**config.mk**
```make
export PLATFORM = sky130hd
export DESIGN_NAME = modular_exponentiation
export DESIGN_NICKNAME = d
export VERILOG_FILES = /design/src/hw/rtl/modexp_pkg.sv /design/src/hw/rtl/modexp_seq.sv /design/src/hw/rtl/modexp_dp.sv /design/src/hw/rtl/modular_exponentiation.sv
export SDC_FILE = /design/constraint.sdc
export NUM_CORES = 2
export LEC_CHECK = 0
export ABC_CLOCK_PERIOD_IN_PS = 11800
export BUFFER_PORTS_ARGS = -buffer_cell sky130_fd_sc_hd__buf_4
export CORE_ASPECT_RATIO = 0.9
export CORE_MARGIN = 1.5
export CORE_UTILIZATION = 40
export DETAILED_ROUTE_END_ITERATION = 12
export GPL_TIMING_DRIVEN = 0
export PLACE_DENSITY = 0.64
export SYNTH_ARGS = -nofsm -noshare
export SYNTH_HDL_FRONTEND = slang
export SYNTH_SLANG_ARGS = --single-unit
```
**constraint.sdc**
```tcl
create_clock -name clk_i -period 11.8 [get_ports clk_i]
set_clock_uncertainty 0.15 [all_clocks]
set_input_delay 2.36 -clock clk_i [delete_from_list [all_inputs] [get_ports clk_i]]
set_output_delay 2.36 -clock clk_i [all_outputs]
set_load 0.02 [all_outputs]
```
**src/hw/rtl/modexp_pkg.sv**
```systemverilog
// Shared types, constants and the microcode program of the modular exponentiation block.
package modexp_pkg;

  // Fixed field widths
  localparam int unsigned BASE_W   = 63;
  localparam int unsigned EXP_W    = 63;
  localparam int unsigned MODCFG_W = 31;
  localparam int unsigned RESULT_W = 31;

  // Parameter defaults
  localparam int unsigned EXP_BITS_DEF = 63;
  localparam int unsigned MOD_BITS_DEF = 31;

  localparam logic [MODCFG_W-1:0] MODULUS_RESET = 31'd1000000007;

  // Reducer shifts a full base word through; a product always fits in it
  localparam int unsigned RED_W = BASE_W;
  localparam int unsigned CNT_W = $clog2(RED_W);

  // Step counter
  localparam int unsigned PC_W = 4;

  localparam logic [PC_W-1:0] STEP_WAIT     = 4'd0;
  localparam logic [PC_W-1:0] STEP_ZCHK     = 4'd1;
  localparam logic [PC_W-1:0] STEP_RED_BASE = 4'd2;
  localparam logic [PC_W-1:0] STEP_SQ_INIT  = 4'd3;
  localparam logic [PC_W-1:0] STEP_BIT_TEST = 4'd4;
  localparam logic [PC_W-1:0] STEP_MUL_ACC  = 4'd5;
  localparam logic [PC_W-1:0] STEP_RED_ACC  = 4'd6;
  localparam logic [PC_W-1:0] STEP_ACC_WB   = 4'd7;
  localparam logic [PC_W-1:0] STEP_E_SHIFT  = 4'd8;
  localparam logic [PC_W-1:0] STEP_MUL_SQ   = 4'd9;
  localparam logic [PC_W-1:0] STEP_RED_SQ   = 4'd10;
  localparam logic [PC_W-1:0] STEP_SQ_WB    = 4'd11;
  localparam logic [PC_W-1:0] STEP_OUT_ACC  = 4'd12;
  localparam logic [PC_W-1:0] STEP_RET_A    = 4'd13;
  localparam logic [PC_W-1:0] STEP_OUT_ONE  = 4'd14;
  localparam logic [PC_W-1:0] STEP_RET_B    = 4'd15;

  // Datapath operations
  typedef enum logic [3:0] {
    OP_NOP,
    OP_LOAD,
    OP_RSTEP,
    OP_MUL_ACC,
    OP_MUL_SQ,
    OP_ACC_FROM_R,
    OP_SQ_FROM_R,
    OP_E_SHIFT,
    OP_OUT_ACC,
    OP_OUT_ONE
  } op_e;

  // Jump conditions
  typedef enum logic [2:0] {
    C_NEXT,
    C_ALWAYS,
    C_NO_ACCEPT,
    C_E_ZERO,
    C_BIT_CLR,
    C_E_LAST,
    C_RED_MORE,
    C_OUT_BUSY
  } cond_e;

  typedef struct packed {
    op_e             op;
    cond_e           cond;
    logic [PC_W-1:0] target;
  } ctrl_t;

  // Status from datapath to sequencer
  typedef struct packed {
    logic in_accept;
    logic e_zero;
    logic bit_clr;
    logic e_last;
    logic red_more;
    logic out_busy;
  } flags_t;

  // Microcode ROM
  function automatic ctrl_t ucode(input logic [PC_W-1:0] pc);
    ctrl_t w;
    unique case (pc)
      STEP_WAIT:     w = '{op: OP_LOAD,       cond: C_NO_ACCEPT, target: STEP_WAIT};
      STEP_ZCHK:     w = '{op: OP_NOP,        cond: C_E_ZERO,    target: STEP_OUT_ONE};
      STEP_RED_BASE: w = '{op: OP_RSTEP,      cond: C_RED_MORE,  target: STEP_RED_BASE};
      STEP_SQ_INIT:  w = '{op: OP_SQ_FROM_R,  cond: C_NEXT,      target: STEP_WAIT};
      STEP_BIT_TEST: w = '{op: OP_NOP,        cond: C_BIT_CLR,   target: STEP_E_SHIFT};
      STEP_MUL_ACC:  w = '{op: OP_MUL_ACC,    cond: C_NEXT,      target: STEP_WAIT};
      STEP_RED_ACC:  w = '{op: OP_RSTEP,      cond: C_RED_MORE,  target: STEP_RED_ACC};
      STEP_ACC_WB:   w = '{op: OP_ACC_FROM_R, cond: C_NEXT,      target: STEP_WAIT};
      STEP_E_SHIFT:  w = '{op: OP_E_SHIFT,    cond: C_E_LAST,    target: STEP_OUT_ACC};
      STEP_MUL_SQ:   w = '{op: OP_MUL_SQ,     cond: C_NEXT,      target: STEP_WAIT};
      STEP_RED_SQ:   w = '{op: OP_RSTEP,      cond: C_RED_MORE,  target: STEP_RED_SQ};
      STEP_SQ_WB:    w = '{op: OP_SQ_FROM_R,  cond: C_ALWAYS,    target: STEP_BIT_TEST};
      STEP_OUT_ACC:  w = '{op: OP_OUT_ACC,    cond: C_OUT_BUSY,  target: STEP_OUT_ACC};
      STEP_RET_A:    w = '{op: OP_NOP,        cond: C_ALWAYS,    target: STEP_WAIT};
      STEP_OUT_ONE:  w = '{op: OP_OUT_ONE,    cond: C_OUT_BUSY,  target: STEP_OUT_ONE};
      STEP_RET_B:    w = '{op: OP_NOP,        cond: C_ALWAYS,    target: STEP_WAIT};
      default:       w = '{op: OP_NOP,        cond: C_ALWAYS,    target: STEP_WAIT};
    endcase
    return w;
  endfunction

endpackage

```
**src/hw/rtl/modexp_seq.sv**
```systemverilog
// Microcode sequencer: step counter, control ROM and conditional jumps.
module modexp_seq
  import modexp_pkg::*;
(
  input  logic   clk_i,
  input  logic   rst_ni,
  input  flags_t flags_i,
  output op_e    op_o
);

  logic [PC_W-1:0] pc_q, pc_d;
  ctrl_t           ctrl;
  logic            taken;

  // Control word for the current step
  assign ctrl = ucode(pc_q);
  assign op_o = ctrl.op;

  // Jump condition
  always_comb begin
    unique case (ctrl.cond)
      C_NEXT:      taken = 1'b0;
      C_ALWAYS:    taken = 1'b1;
      C_NO_ACCEPT: taken = !flags_i.in_accept;
      C_E_ZERO:    taken = flags_i.e_zero;
      C_BIT_CLR:   taken = flags_i.bit_clr;
      C_E_LAST:    taken = flags_i.e_last;
      C_RED_MORE:  taken = flags_i.red_more;
      C_OUT_BUSY:  taken = flags_i.out_busy;
      default:     taken = 1'b0;
    endcase
  end

  assign pc_d = taken ? ctrl.target : pc_q + PC_W'(1);

  // Step counter
  always_ff @(posedge clk_i or negedge rst_ni) begin
    if (!rst_ni) begin
      pc_q <= STEP_WAIT;
    end else begin
      pc_q <= pc_d;
    end
  end

`ifndef ASSERT_OFF
  // an accepted word always moves on to the exponent check
  a_accept_next: assert property (@(posedge clk_i) disable iff (!rst_ni)
    flags_i.in_accept |=> pc_q == STEP_ZCHK)
    else $error("accepted word did not advance to exponent check");

  // a blocked result step holds its place
  a_out_hold: assert property (@(posedge clk_i) disable iff (!rst_ni)
    ((pc_q == STEP_OUT_ACC || pc_q == STEP_OUT_ONE) && flags_i.out_busy)
    |=> $stable(pc_q))
    else $error("result step left while output register busy");
`endif

endmodule

```
**src/hw/rtl/modexp_dp.sv**
```systemverilog
// Datapath: modulus register, operand registers, multiplier, serial reducer and output register.
module modexp_dp
  import modexp_pkg::*;
#(
  parameter int unsigned EXP_BITS = EXP_BITS_DEF,
  parameter int unsigned MOD_BITS = MOD_BITS_DEF
) (
  input  logic                clk_i,
  input  logic                rst_ni,
  input  op_e                 op_i,
  input  logic                cfg_we_i,
  input  logic [MODCFG_W-1:0] cfg_modulus_i,
  input  logic                in_valid_i,
  input  logic [BASE_W-1:0]   base_i,
  input  logic [EXP_W-1:0]    exponent_i,
  output logic                out_valid_o,
  input  logic                out_stall_i,
  output logic [RESULT_W-1:0] power_result_o,
  output flags_t              flags_o
);

  localparam int unsigned PROD_W = 2 * MOD_BITS;

  logic [MOD_BITS-1:0] mod_q, mod_d;
  logic [MOD_BITS-1:0] m_eff;
  logic [RED_W-1:0]    sh_q, sh_d;
  logic [MOD_BITS-1:0] r_q, r_d;
  logic [CNT_W-1:0]    cnt_q, cnt_d;
  logic [MOD_BITS-1:0] acc_q, acc_d;
  logic [MOD_BITS-1:0] sq_q, sq_d;
  logic [EXP_BITS-1:0] e_q, e_d;
  logic                out_valid_q, out_valid_d;
  logic [RESULT_W-1:0] res_q, res_d;

  logic [MOD_BITS:0]   r_ext, m_ext, r_sub;
  logic [MOD_BITS-1:0] mul_a, mul_b;
  logic [PROD_W-1:0]   prod;
  logic                out_busy;
  logic                accept;

  // A zero modulus behaves as one
  assign m_eff = (mod_q == '0) ? MOD_BITS'(1) : mod_q;

  // Modulus register
  assign mod_d = cfg_we_i ? cfg_modulus_i[MOD_BITS-1:0] : mod_q;

  // Restoring reduction step: shift one dividend bit into the remainder
  assign r_ext = {r_q, sh_q[RED_W-1]};
  assign m_ext = {1'b0, m_eff};
  assign r_sub = r_ext - m_ext;

  // One multiplier, operand chosen by the op; result lands in the reducer shifter
  assign mul_a = (op_i == OP_MUL_SQ) ? sq_q : acc_q;
  assign mul_b = sq_q;
  assign prod  = PROD_W'(mul_a) * PROD_W'(mul_b);

  assign out_busy = out_valid_q && out_stall_i;
  assign accept   = in_valid_i && (op_i == OP_LOAD);

  // Datapath operation decode
  always_comb begin
    sh_d        = sh_q;
    r_d         = r_q;
    cnt_d       = cnt_q;
    acc_d       = acc_q;
    sq_d        = sq_q;
    e_d         = e_q;
    res_d       = res_q;
    out_valid_d = out_valid_q && out_stall_i;
    unique case (op_i) inside
      OP_LOAD: begin
        if (accept) begin
          sh_d  = base_i;
          r_d   = '0;
          cnt_d = '0;
          acc_d = MOD_BITS'(1);
          e_d   = exponent_i[EXP_BITS-1:0];
        end
      end
      OP_RSTEP: begin
        r_d   = (r_ext >= m_ext) ? r_sub[MOD_BITS-1:0] : r_ext[MOD_BITS-1:0];
        sh_d  = sh_q << 1;
        cnt_d = cnt_q + CNT_W'(1);
      end
      OP_MUL_ACC, OP_MUL_SQ: begin
        sh_d  = RED_W'(prod);
        r_d   = '0;
        cnt_d = '0;
      end
      OP_ACC_FROM_R: acc_d = r_q;
      OP_SQ_FROM_R:  sq_d  = r_q;
      OP_E_SHIFT:    e_d   = e_q >> 1;
      OP_OUT_ACC: begin
        if (!out_busy) begin
          res_d       = RESULT_W'(acc_q);
          out_valid_d = 1'b1;
        end
      end
      OP_OUT_ONE: begin
        if (!out_busy) begin
          res_d       = RESULT_W'(1);
          out_valid_d = 1'b1;
        end
      end
      default: ;
    endcase
  end

  // Status for the sequencer
  assign flags_o.in_accept = accept;
  assign flags_o.e_zero    = (e_q == '0);
  assign flags_o.bit_clr   = !e_q[0];
  assign flags_o.e_last    = ((e_q >> 1) == '0);
  assign flags_o.red_more  = (cnt_q != CNT_W'(RED_W - 1));
  assign flags_o.out_busy  = out_busy;

  assign out_valid_o    = out_valid_q;
  assign power_result_o = res_q;

  // Control registers
  always_ff @(posedge clk_i or negedge rst_ni) begin
    if (!rst_ni) begin
      mod_q       <= MODULUS_RESET[MOD_BITS-1:0];
      out_valid_q <= 1'b0;
    end else begin
      mod_q       <= mod_d;
      out_valid_q <= out_valid_d;
    end
  end

  // Working registers
  always_ff @(posedge clk_i) begin
    sh_q  <= sh_d;
    r_q   <= r_d;
    cnt_q <= cnt_d;
    acc_q <= acc_d;
    sq_q  <= sq_d;
    e_q   <= e_d;
    res_q <= res_d;
  end

`ifndef ASSERT_OFF
  // a finished reduction leaves a remainder below the modulus
  a_rem_range: assert property (@(posedge clk_i) disable iff (!rst_ni)
    (op_i == OP_ACC_FROM_R || op_i == OP_SQ_FROM_R) |-> r_q < m_eff)
    else $error("remainder not reduced below modulus");

  // the running square is reduced whenever the exponent advances
  a_sq_range: assert property (@(posedge clk_i) disable iff (!rst_ni)
    (op_i == OP_E_SHIFT) |-> sq_q < m_eff)
    else $error("square out of range");

  // the product written out is always reduced
  a_acc_range: assert property (@(posedge clk_i) disable iff (!rst_ni)
    (op_i == OP_OUT_ACC) |-> acc_q < m_eff)
    else $error("accumulator out of range at output");
`endif

endmodule

```
**src/hw/rtl/modular_exponentiation.sv**
```systemverilog
// Top level of the modular exponentiation block.
// Computes base ** exponent mod modulus by square and multiply, scanning the exponent from
// its least significant bit. A small microcode program drives one 31x31 multiplier and a
// one-bit-per-cycle restoring reducer; each modular multiply is a multiply, 63 reduction
// steps and a write-back. An item holds the block for its fixed work (wait, exponent check,
// 63 base reduction steps, square load, output, return) plus, for every exponent bit up to
// the highest set one, a test and a shift, a multiply when the bit is set and a squaring on
// all but that highest bit. A zero exponent returns 1 and frees the block after the wait,
// exponent check, output and return steps. The output step also waits while an earlier
// result is still stalled in the output register. One word is worked on at a time; a new
// word is accepted while the previous result still waits in the output register.
// A modulus of zero acts as one. Write the modulus only while the block is idle.
module modular_exponentiation
  import modexp_pkg::*;
#(
  parameter int unsigned EXP_BITS = EXP_BITS_DEF,
  parameter int unsigned MOD_BITS = MOD_BITS_DEF
) (
  input  logic                clk_i,
  input  logic                rst_ni,
  input  logic                cfg_we_i,
  input  logic [MODCFG_W-1:0] cfg_modulus_i,
  input  logic                in_valid_i,
  output logic                in_stall_o,
  input  logic [BASE_W-1:0]   base_i,
  input  logic [EXP_W-1:0]    exponent_i,
  output logic                out_valid_o,
  input  logic                out_stall_i,
  output logic [RESULT_W-1:0] power_result_o
);

  op_e    op;
  flags_t flags;

  // Words are taken only at the wait step
  assign in_stall_o = (op != OP_LOAD);

  modexp_seq u_seq (
    .clk_i   (clk_i),
    .rst_ni  (rst_ni),
    .flags_i (flags),
    .op_o    (op)
  );

  modexp_dp #(
    .EXP_BITS (EXP_BITS),
    .MOD_BITS (MOD_BITS)
  ) u_dp (
    .clk_i          (clk_i),
    .rst_ni         (rst_ni),
    .op_i           (op),
    .cfg_we_i       (cfg_we_i),
    .cfg_modulus_i  (cfg_modulus_i),
    .in_valid_i     (in_valid_i),
    .base_i         (base_i),
    .exponent_i     (exponent_i),
    .out_valid_o    (out_valid_o),
    .out_stall_i    (out_stall_i),
    .power_result_o (power_result_o),
    .flags_o        (flags)
  );

endmodule
```
# ---- Word-level counts from Yosys, hierarchy flattened
# Memory sizes are Yosys's and may differ from the RTL's.
# Cells that the tools add are included.
dict set report word_totals {
  inputBits 162
  romBits 160
  output_inout_bits 33
  wordCells 74
  ff_bits 292
  mem_count 1
}
# name depth width rd rd_clocked_by_memory_dff write_ports line
set mem_list {}
lappend mem_list {{(no name shown)} 16 10 1 0 0 modexp_pkg.sv:85} ;# unique case (pc)
dict set report op_classes {
  n_reduce_logical 18
  add_sub_neg 3
  n_mux 19
  eq_ne 21
  n_mul 1
  magnitude_cmp 1
}
# op n
set op_table {}
lappend op_table {{2-to-1 mux 31 bit} 7}
lappend op_table {{case mux 63 bit (3 select lines)} 1}
lappend op_table {{logical NOT 63 bit} 2}
lappend op_table {{2-to-1 mux 63 bit} 2}
lappend op_table {{case mux 63 bit (2 select lines)} 1}
lappend op_table {{case mux 31 bit (2 select lines)} 2}
lappend op_table {{case mux 31 bit (3 select lines)} 1}
lappend op_table {{multiplier 31 x 31 -> 62 bit} 1}
lappend op_table {{>= comparator 32 x 31 -> 1 bit} 1}
lappend op_table {{logical NOT 31 bit} 1}
lappend op_table {{subtractor 31 bit} 1}
lappend op_table {{case mux 6 bit (3 select lines)} 1}
lappend op_table {{equality test 4 x 3 -> 1 bit, second input constant} 4}
lappend op_table {{equality test 3 bit, second input constant} 4}
lappend op_table {{equality test 4 x 2 -> 1 bit, second input constant} 2}
lappend op_table {{equality test 4 bit, second input constant} 2}
lappend op_table {{case mux 1 bit (8 select lines)} 1}
lappend op_table {{adder 6 x 1 -> 6 bit, second input constant} 1}
lappend op_table {{equality test 3 x 2 -> 1 bit, second input constant} 2}
lappend op_table {{2-to-1 mux 6 bit} 1}
lappend op_table {{inequality test 6 bit, second input constant} 1}
lappend op_table {{AND reduction 2 bit} 3}
lappend op_table {{nonzero test 2 bit} 3}
lappend op_table {{adder 4 x 1 -> 4 bit, second input constant} 1}
lappend op_table {{13 further kinds} 17}

# ---- Logic depth before layout (Yosys ltp)
# An unclocked memory read counts as a cell.
dict set report logic_depth {
  ltp_word 6
  mapped_depth 36
  mapped_depth_nobuf 33
}

# ---- By module
# A second synthesis with hierarchy kept.
dict set report unflattened {
  cells_unflattened 4609
  hier_area_um2 45587.5
}
# mod area_each_um2 n_inst cells_each seq_area_each_um2
set by_module_without_submodules {}
lappend by_module_without_submodules {modexp_dp 44931.8 1 4531 8508.2}
lappend by_module_without_submodules {modexp_seq 645.6 1 77 100.1}
lappend by_module_without_submodules {modular_exponentiation 10.0 1 1 0.0}

# ---- Least setup slack after synthesis
# No wires, ideal clock.
dict set report synth_path {
  kind {reg-to-reg}
  from {register u_seq.pc_q[0]}
  to {register u_dp.sh_q[59] (data pin)}
  stages_incl_launch_ff 34
  arrival_time_ps 9227
  path_buffers 2
  path_slack_ps 2159
  required_ps 11386
  synth_period_minus_slack_ps 9641
  setup_ps 264
  cell_sequence {dfrtp_1 > inv_1 > ha_1 > mux2i_1 > a21oi_1 > or3_1 > nor2_1 > buf_2 > mux2_2 > clkbuf_1 > and2_1 > fa_1 > inv_1 > fa_1 > inv_1 > fa_1 > inv_1 > fa_1 > inv_1 > fa_1 > fa_1 > fa_1 > fa_1 > ha_1 > a21o_1 > a31o_2 > a31oi_1 > o21ai_0 > or3b_1 > o211ai_1 > or3b_1 > a41oi_1 > xor2_1 > o21ai_1}
}
dict set report synth_between {
  elab_chain_cells 5
  word_cells_on_any_way 9
  cone_classes {mul (1); eq/ne (4); mux (2); reduce/logical (1); memory (1)}
}
# item line
set synth_lines {}
lappend synth_lines {{start, declared} modexp_seq.sv:11} ;# logic [PC_W-1:0] pc_q, pc_d;
lappend synth_lines {{start signal, assigned} modexp_seq.sv:41} ;# pc_q <= pc_d;
lappend synth_lines {{memory read (16 x 10 bit) (*)} --}
lappend synth_lines {{equality test 4 x 3 -> 1 bit} modexp_dp.sv:53} ;# assign mul_a = (op_i == OP_MUL_SQ) ? sq_q : acc_q;
lappend synth_lines {{2-to-1 mux 31 bit} modexp_dp.sv:53}
lappend synth_lines {{multiplier 31 x 31 -> 62 bit} modexp_dp.sv:55} ;# assign prod = PROD_W'(mul_a) * PROD_W'(mul_b);
lappend synth_lines {{case mux 63 bit (3 select lines) (*)} modexp_dp.sv:70} ;# unique case (op_i) inside
lappend synth_lines {{net u_dp.sh_d[59]} modexp_dp.sv:26} ;# logic [RED_W-1:0] sh_q, sh_d;
lappend synth_lines {{end signal, assigned} modexp_dp.sv:133} ;# sh_q <= sh_d;
lappend synth_lines {{end, declared} modexp_dp.sv:26}
# Mark *: on every way through the listed nets, which the timed path passes. The rest lies on a longest branch.
# A chain may end at the register's enable or synchronous reset.

# ---- Worst setup path after layout
dict set report layout_path {
  from {register u_seq.pc_q[0]}
  to {register u_dp.sh_q[58] (data pin)}
}
# Same word-level chain as after synthesis.

==> flow_metrics.env <==
export IMPL_status="finished clean"
export IMPL_commonest_cells_after_routing_fill_and_taps_aside="838 x sky130_fd_sc_hd__fa_1, 821 x sky130_fd_sc_hd__inv_1, 586 x sky130_fd_sc_hd__nand2_1"
export IMPL_multiInputGateArea_um2=32820
export IMPL_fp_dieH_um=323.1
export IMPL_max_slew_margin_rel_pct=7.580
export IMPL_final_period_demand_of_the_worst_path_ns=11.64
export IMPL_final_setup_tns_ns=0
export IMPL_crit_path_max_incr_delay_ns=0.60
export IMPL_postRouteWirelength_um=160400
export IMPL_worst_hold_path_num_cells=0
export IMPL_drive_above_1_share_pct=9.645
export IMPL_initialDrtViolationCount=3614
export IMPL_grt_busiest_layer="met2"
export IMPL_tritoncts_num_buffers=34
export IMPL_cpLargestDelayFamily="adder cells"
export IMPL_startpoint_class_of_the_critical_path="flip-flop"
export IMPL_cts_root_buffer="sky130_fd_sc_hd__clkbuf_16"
export IMPL_grt_use_total_pct=27.99
export IMPL_synth_flop_cell="sky130_fd_sc_hd__edfxtp_1"
export IMPL_yosysWarnings=0
export IMPL_post_cts_setup_buffers=0
export IMPL_timing_hold_worst_start="u_dp.r_q[30]$_SDFFCE_PP0P_"
export IMPL_portBuffers=193
export IMPL_max_cap_viols=0
export IMPL_area_delta_synth_final_pct=10.16
export IMPL_synth_seq_cells=292
export IMPL_fp_dieArea_um2=115900
export IMPL_finalSetupViolations=0
export IMPL_finalNetCount=6143
export IMPL_vias_per_cell=5.452
export IMPL_post_place_cells=6300
export IMPL_synth_yosys_seq_area_share_pct=18.90
export IMPL_antenna_violations_before_repair=19
export IMPL_cts_tree="built"
export IMPL_fmax_mhz=85.90
export IMPL_pre_cts_ws_ns=-0.2748
export IMPL_unique_cell_type_count_in_the_yosys_netlist=78
export IMPL_report_final_slew_viol_count=0
export IMPL_critical_path_most_common_cell="sky130_fd_sc_hd__fa_1"
export IMPL_finalNonFillerCells=6371
export IMPL_critical_path_peak_fanout=10
export IMPL_gr_total_overflow=0
export IMPL_critPathBufInv=7
export IMPL_grt_util_met3_pct=7.566
export IMPL_ctsLongestPathBuffers=3
export IMPL_postSynth_asyncResetShare_pct=12.33
export IMPL_final_min_period_over_clock_period_pct=98.65
export IMPL_syn_mean_instance_area_um2=9.864
export IMPL_place_congestion=1.063
export IMPL_htreeDepth=2
export IMPL_setup_repair_after_global_routing_missed_its_margin="true"
export IMPL_first_global_vias=35912
export IMPL_number_of_enable_type_register_cells_in_the_synthesized_netlist=256
export IMPL_grt_max_degree=64
export IMPL_synthesis_instances=4617
export IMPL_path_clk_slew_ns=0.06
export IMPL_crit_arrival_ns=11.79
export IMPL_antenna_violating_nets_post_route=0
export IMPL_dr_pass1_iters=6
export IMPL_min_to="u_dp.mul_b[30]$_DFFE_PN_"
export IMPL_syn_num_nets=5911
export IMPL_start_util_pct=40.30
export IMPL_dr_total_vias=34732
export IMPL_synth_area_um2=45540
export IMPL_worst_path_max_delay_cell="sky130_fd_sc_hd__fa_1"
export IMPL_drc_errors=0
export IMPL_fillerInstances=10964
export IMPL_worst_setup_end_kind="flip-flop"
export IMPL_layout_utilization_pct=44.39
export IMPL_regToRegSetupSlack_ns=0.16
export IMPL_global_route_usage_met2_pct=43.00
export IMPL_tightest_slew_ns=1.386
export IMPL_r2r_end="u_dp.sh_q[58]$_DFFE_PP_"
export IMPL_avgRoutedWirePerCell_um=25.18
export IMPL_rr_worst_depth=33
export IMPL_cts_sinks=292
export IMPL_crit_required_ns=11.95
export IMPL_dpl_hpwl_um=131900
export IMPL_placement_rows=117
export IMPL_io_pins=195
export IMPL_most_frequent_standard_cell_in_the_layout_excluding_fill_and_tap_cells="sky130_fd_sc_hd__fa_1"
export IMPL_crit_path_category="reg2reg"
export IMPL_timing_final_hold_violations=0
export IMPL_ff_latch_area_um2=8608
export IMPL_core_area_um2=113000
export IMPL_floorplan_die_width_um=358.7
export IMPL_grt_first_pass_wirelength_um=234500
export IMPL_r2r_start="u_seq.pc_q[0]$_DFF_PN0_"
export IMPL_worstSkewPairLatency_ns=0.56
export IMPL_groute_layer_met1_usage_pct=36.79
export IMPL_worst_hold_path_type="reg2reg"
export IMPL_setup_ws_ns=0.1588
[metal layers]
metal  routed length, um  vias to the layer above  share of wire [%]
met5                  39                        -              0.024
met4                8621                        6                5.4
met3               17440                      394                 11
met2               71200                     1799                 44
met1               63100                    17622                 39
li1                    -                    14911                  -
[worst max-delay path by stage]
stage / from / endpoint / slack [ns] / depth (start not counted)
final: u_seq.pc_q[0]$_DFF_PN0_ / u_dp.sh_q[58]$_DFFE_PP_ / 0.16 / 33
after global routing: u_seq.pc_q[0]$_DFF_PN0_ / u_dp.sh_q[59]$_DFFE_PP_ / -0.05 / 32
after CTS: u_seq.pc_q[0]$_DFF_PN0_ / u_dp.sh_q[59]$_DFFE_PP_ / 0.006 / 34
after detailed placement: u_seq.pc_q[0]$_DFF_PN0_ / u_dp.sh_q[60]$_DFFE_PP_ / -0.27 / 32
after global placement: u_seq.pc_q[0]$_DFF_PN0_ / u_dp.sh_q[56]$_DFFE_PP_ / -1.03 / 31
after floorplan: u_seq.pc_q[0]$_DFF_PN0_ / u_dp.sh_q[59]$_DFFE_PP_ / 2.16 / 33
[synthesized netlist by cell type (50+ instances only)]
master                     count  area share [%]
sky130_fd_sc_hd__inv_1       821             6.8
sky130_fd_sc_hd__nand2_1     588             4.8
sky130_fd_sc_hd__and2_1      520             7.1
sky130_fd_sc_hd__edfxtp_1    256              17
sky130_fd_sc_hd__xnor2_1      50            0.96
sky130_fd_sc_hd__o21ai_0     150             1.6
sky130_fd_sc_hd__clkbuf_1    249             2.1
sky130_fd_sc_hd__a22oi_1      53            0.87
sky130_fd_sc_hd__fa_1        838              37
sky130_fd_sc_hd__mux2_2       98             2.4
sky130_fd_sc_hd__nor2_1       73            0.60
sky130_fd_sc_hd__a21oi_1     106             1.2
sky130_fd_sc_hd__ha_1        294             8.1
[cells by family (layout without fill, tap and decap cells)]
group / Yosys count / after routing / synth area share, %
simple gates: 1399 / 1399 / 15.54
fa+ha+maj: 1132 / 1132 / 44.91
buf+inv: 1095 / 1351 / 9.218
compound gates: 514 / 514 / 7.311
flops: 292 / 292 / 18.90
mux: 105 / 105 / 2.577
xor+xnor: 80 / 80 / 1.539
other cells: 0 / 11 / 0
[layout make-up]
cell class,count,area share (%)
antenna,11,0.05487
buffer,272,2.297
clock buffer,40,1.781
clock inverter,20,0.3591
inverter,822,6.155
multi-input combinational,3230,65.42
sequential,292,17.16
tap,1487,3.709
timing repair buffer,197,3.060
[flip-flops by register name, indices dropped and copies added (netlist names)]
name,cells
u_dp.r_q,31
u_dp.cnt_q,6
u_dp.mul_b,31
u_dp.e_q,63
u_dp.acc_q,31
u_dp.out_valid_o,1
u_seq.pc_q,4
u_dp.power_result_o,31
u_dp.mod_q,31
u_dp.sh_q,63
[repair_timing]
| action | CTS | global route |
|---|---|---|
| gates resized for setup | 5 | 86 |
| endpoints found under the setup margin | 15 | 19 |
| hold buffers | 0 | 0 |
[metrics by stage]
step                      hold slack (ns)  cell area, um^2
after floorplan                    0.2831            45540
after global placement             0.3534            48850
after detailed placement           0.3596            48950
after CTS                          0.3674            50030
after global routing               0.3747            50140
final                              0.3640            50170
Power is not shown: default switching activity piles up to over one toggle a cycle in this logic, so the estimate is an artifact.
